===== src/design/chmc_pkg.sv =====
// package for the convex hull unit: point type, sizes, helpers
// no dependencies
`default_nettype none
package chmc_pkg;
    localparam int MAX_POINTS_DEF = 32;
    localparam int COORD_W = 16;

    typedef struct packed {
        logic signed [COORD_W-1:0] x;
        logic signed [COORD_W-1:0] y;
    } point_t;

    // lexicographic: a strictly before b
    function automatic logic pt_before(point_t a, point_t b);
        if (a.x != b.x)
            return a.x < b.x;
        return a.y < b.y;
    endfunction
endpackage
`default_nettype wire


===== src/design/chmc_cross.sv =====
// shared cross product unit: two products registered, then subtract and sign
// depends on chmc_pkg
`default_nettype none
module chmc_cross (
    input  wire logic          clk,
    input  wire chmc_pkg::point_t o,
    input  wire chmc_pkg::point_t a,
    input  wire chmc_pkg::point_t b,
    output logic               left
);
    import chmc_pkg::*;
    logic signed [16:0] ax, ay, bx, by;
    logic signed [33:0] p1_reg, p2_reg;
    logic signed [34:0] diff;

    always_comb
    begin
        ax = 17'(a.x) - 17'(o.x);
        ay = 17'(a.y) - 17'(o.y);
        bx = 17'(b.x) - 17'(o.x);
        by = 17'(b.y) - 17'(o.y);
        diff = 35'(p1_reg) - 35'(p2_reg);
        left = diff > 0;
    end

    always_ff @(posedge clk)
    begin
        p1_reg <= ax * by;
        p2_reg <= ay * bx;
    end
endmodule
`default_nettype wire


===== config.mk =====
export PLATFORM = sky130hd
export DESIGN_NAME = chmc_cross
export DESIGN_NICKNAME = d
export VERILOG_FILES = /design/src/design/chmc_pkg.sv /design/src/design/chmc_cross.sv
export SDC_FILE = /design/constraint.sdc
export NUM_CORES = 2
export LEC_CHECK = 0
export BUFFER_PORTS_ARGS = -buffer_cell sky130_fd_sc_hd__buf_2
export CAP_MARGIN = 20
export CORE_UTILIZATION = 35
export CTS_BUF_LIST = sky130_fd_sc_hd__clkbuf_4
export DETAILED_ROUTE_END_ITERATION = 7
export PLACE_DENSITY = 0.54
export SYNTH_ARGS = -nofsm -noshare
export SYNTH_HDL_FRONTEND = slang
export SYNTH_SLANG_ARGS = --single-unit

===== constraint.sdc =====
create_clock -name clk -period 22 [get_ports clk]
set_clock_uncertainty 0.1 [all_clocks]
set_input_delay 1.1 -clock clk [delete_from_list [all_inputs] [get_ports clk]]
set_output_delay 1.1 -clock clk [all_outputs]
set_load 0.02 [all_outputs]

==> results.txt <==
- For this run, the top clock speed supported by timing is between 0.1 and 0.15 GHz.
- From synthesis to final layout, the design area changed by 7.61%.
- Maximum number of pins on one net before global-route repair: 19
- In this run the worst path has a maximum fanout of 7.
* Setup TNS after final layout: 0 ns
- Most frequently used cell type in the post-synthesis netlist: sky130_fd_sc_hd__inv_1
- Setup repair after global routing missed its margin: false
- CTS-repair resized insts: 0
- Status: finished, final reports clean
- The share of synthesized area in the top cell type comes to 0.428.
- Fraction of the yosys area taken by sequential cells: 0.0488
- Summing all placed instances gives a cell area of between 0.02 and 0.03 mm².
- Number of global-route vias before repair: about 23,000
- The tightest hold path in the finished design has a slack of around 1.2 ns.
- In the final routed layout, each cell accounts on average for around 19 µm.
* CTS H-tree depth: 3
- Sink Count: around 70
* Area contributors post-synth: sky130_fd_sc_hd__fa_1 43%, sky130_fd_sc_hd__ha_1 12%, sky130_fd_sc_hd__inv_1 9.6%
* Post-synth EDFFs: 0
- Counting the buffers created by CTS gives 9.
- Post-CTS repair timing setup buffer count: 0
* Die area: between 0.08 and 0.09 mm²
- The first global-routing pass estimated 132 mm of wire.
- Number of design rule violations left after detail routing: 0
* Count of TritonRoute iterations in the first routing pass: 7
- Slowest cell on crit path: sky130_fd_sc_hd__xnor2_1
- In this run, the number of DRC markers left after iteration 0 of detailed routing was approximately 1,200.
* Starting utilization of the core area: 0.353
- Number of maximum-capacitance constraint violations: 0
* Number of antenna violations at the first check in global routing: 3
- Yosys printed 0 warnings.
- Proportion of layout cells with a drive suffix above 1: 0.0686
- Final worst path period need: between 9 and 10 ns
- Counting flops with an async set or reset pin after synthesis yields a share of 0.
* Chip width: 284 µm
- Total Nets Final: 4,281
* CP most frequent cell: sky130_fd_sc_hd__fa_1
* Avg Vias per Cell: ~5.0
- Along the worst hold path, the cell count comes to 4.
- Clk root buf: sky130_fd_sc_hd__clkbuf_4
- Pin placement for this block handled between 90 and 100 I/O pins.
- DIE HEIGHT: between 200 and 300 µm
- The worst hold path terminates at p1_reg[0].
- Final std cell area, no fill: ~0.030 mm²
* Number of port buffers: between 90 and 100
* Hold/Removal Path Class: primary input to flop
- Data on the critical path arrives at its endpoint at slightly above 10 ns.
* Final count of hold timing violations: 0
- The worst setup path is captured at a flop.
* Total core area: 0.0790 mm²
* Buffer depth of the longest clock path: 2
- The detail route stage leaves a number of antenna-violating nets equal to 0.
- Total via count after detailed routing: 21,912
- Number of cells in the finished layout apart from fillers: roughly 4,400
- Cell taking the most area after synthesis: sky130_fd_sc_hd__fa_1
- Worst-path clk slew: about 0.12 ns
- The synthesized netlist contains 81 unique library cells.
* Critical setup path kind: primary input to flop
- After legalization and detailed placement, the total HPWL measured roughly 74 mm.
* Synthesized netlist cell count: 3,227
- The mapped netlist covers around 0.028 mm².
* Number of buffers inserted for hold repair after clock tree synthesis: 0
- Total GRT Usage: 0.214
- Headroom to the max-slew limit came out at 0.252.
* Slew at the pin with the worst max-slew slack: 1.11 ns
- Number of pins with negative max-slew slack in the final report: 0
* Number of rows in the core area: 103
- Global placement routability congestion: 0.917
- Including well taps, the total number of placed cells is between 4,000 and 5,000.
- At the worst endpoint, the required time is ~22 ns.
- TritonCTS clock tree: done
- Top cells by count, synth: 712 x sky130_fd_sc_hd__inv_1, 597 x sky130_fd_sc_hd__fa_1, 341 x sky130_fd_sc_hd__nor2_1, 332 x sky130_fd_sc_hd__nand2_1, 268 x sky130_fd_sc_hd__ha_1
- Net count after synthesis: between 4,000 and 5,000
* Setup-failing EPs final: 0
- Hold_sp: o[0]
* Part of the cycle the worst path needs: 0.450
- On the worst path, the slowest cell contributes a delay of 0.82 ns.
- For this run, the leading register cell type out of synthesis is sky130_fd_sc_hd__dfxtp_1.
* Yosys reg bits: 68
- Grt ovf: 0
* Mean Syn Cell Area: slightly below 9 µm²
* Detailed Route WL: 83.7 mm
- Kind of launch point of the worst setup path: primary input
through the flow:
step / setup WS (ns) / utilization
floorplan: 12.89 / -
global placement: 11.83 / 0.378
detailed placement: 11.75 / 0.379
CTS: 12.23 / 0.380
global route: 11.54 / 0.380
finish: 12.09 / 0.380
layout by cell type, fill, tap and decap left out, types with 14 or more instances in the layout:
| cell | n |
|---|---|
| sky130_fd_sc_hd__or3_1 | 15 |
| sky130_fd_sc_hd__xor2_1 | 37 |
| sky130_fd_sc_hd__buf_4 | 61 |
| sky130_fd_sc_hd__or2_2 | 25 |
| sky130_fd_sc_hd__a31oi_1 | 18 |
| sky130_fd_sc_hd__a211oi_1 | 16 |
| sky130_fd_sc_hd__nand2_1 | 332 |
| sky130_fd_sc_hd__a21oi_1 | 93 |
| sky130_fd_sc_hd__a21o_1 | 48 |
| sky130_fd_sc_hd__nand2b_1 | 34 |
| sky130_fd_sc_hd__o21bai_1 | 14 |
| sky130_fd_sc_hd__nand3_1 | 39 |
| sky130_fd_sc_hd__fa_1 | 597 |
| sky130_fd_sc_hd__nor2_1 | 341 |
| sky130_fd_sc_hd__nor2b_1 | 44 |
| sky130_fd_sc_hd__and2_1 | 32 |
| sky130_fd_sc_hd__o21ai_0 | 70 |
| sky130_fd_sc_hd__dfxtp_1 | 68 |
| sky130_fd_sc_hd__nor3_1 | 44 |
| sky130_fd_sc_hd__inv_1 | 712 |
| sky130_fd_sc_hd__ha_1 | 268 |
| sky130_fd_sc_hd__buf_2 | 97 |
| sky130_fd_sc_hd__o21a_1 | 24 |
| sky130_fd_sc_hd__xnor2_1 | 95 |
critical path, delay by kind of cell:
kind | cells | cell delay, ns
mux | 1 | 0.21
fa+ha+maj | 8 | 3.57
compound gates | 11 | 3.56
buf+inv | 6 | 0.46
simple gates | 4 | 0.43
xor+xnor | 1 | 0.82
logic make-up (layout without fill, tap and decap cells):
kind of cell    after synthesis  in the layout  share of synthesized area
other cells                   0              1                          0
compound gates              398            398                     0.0970
xor+xnor                    138            138                     0.0433
buf+inv                     791            888                      0.107
mux                           9              9                    0.00332
flops                        68             68                     0.0488
fa+ha+maj                   865            865                      0.548
simple gates                958            958                      0.152
per-layer routing:
layer | vias to the layer above | routed length, µm | track usage
li1 | 10158 | - | -
met1 | 11059 | 37700 | 0.296
met2 | 598 | 38900 | 0.352
met3 | 97 | 4260 | 0.0222
met4 | 0 | 2920 | 0.0669
met5 | - | 0 | 0
final cells by class:
cell class / instances / area [µm²]
multi-input cells: 2368 / 23600
clock buffers: 9 / 67.6
flip-flops and latches: 68 / 1360
well taps: 1050 / 1310
inverters: 713 / 2680
clock inverters: 7 / 43.8
repair buffers: 159 / 955
fillers: 8203 / 49000
diodes: 1 / 2.50
how the worst max path moves through the flow:
| stage | end | cells past startpoint | startpoint | slack (ns) |
|---|---|---|---|---|
| 4_1_cts | p2_reg[32] | 32 | o[2] | 12.23 |
| 3_3_place_gp | p2_reg[32] | 32 | o[2] | 11.83 |
| 5_1_grt | p2_reg[32] | 31 | o[1] | 11.54 |
| 2_1_floorplan | p2_reg[33] | 34 | a[0] | 12.89 |
| 6_report | p2_reg[32] | 31 | o[1] | 12.09 |
| 3_5_place_dp | p2_reg[32] | 32 | o[2] | 11.75 |
Power is not shown: default switching activity piles up to over one toggle a cycle in this logic, so the estimate is an artifact.
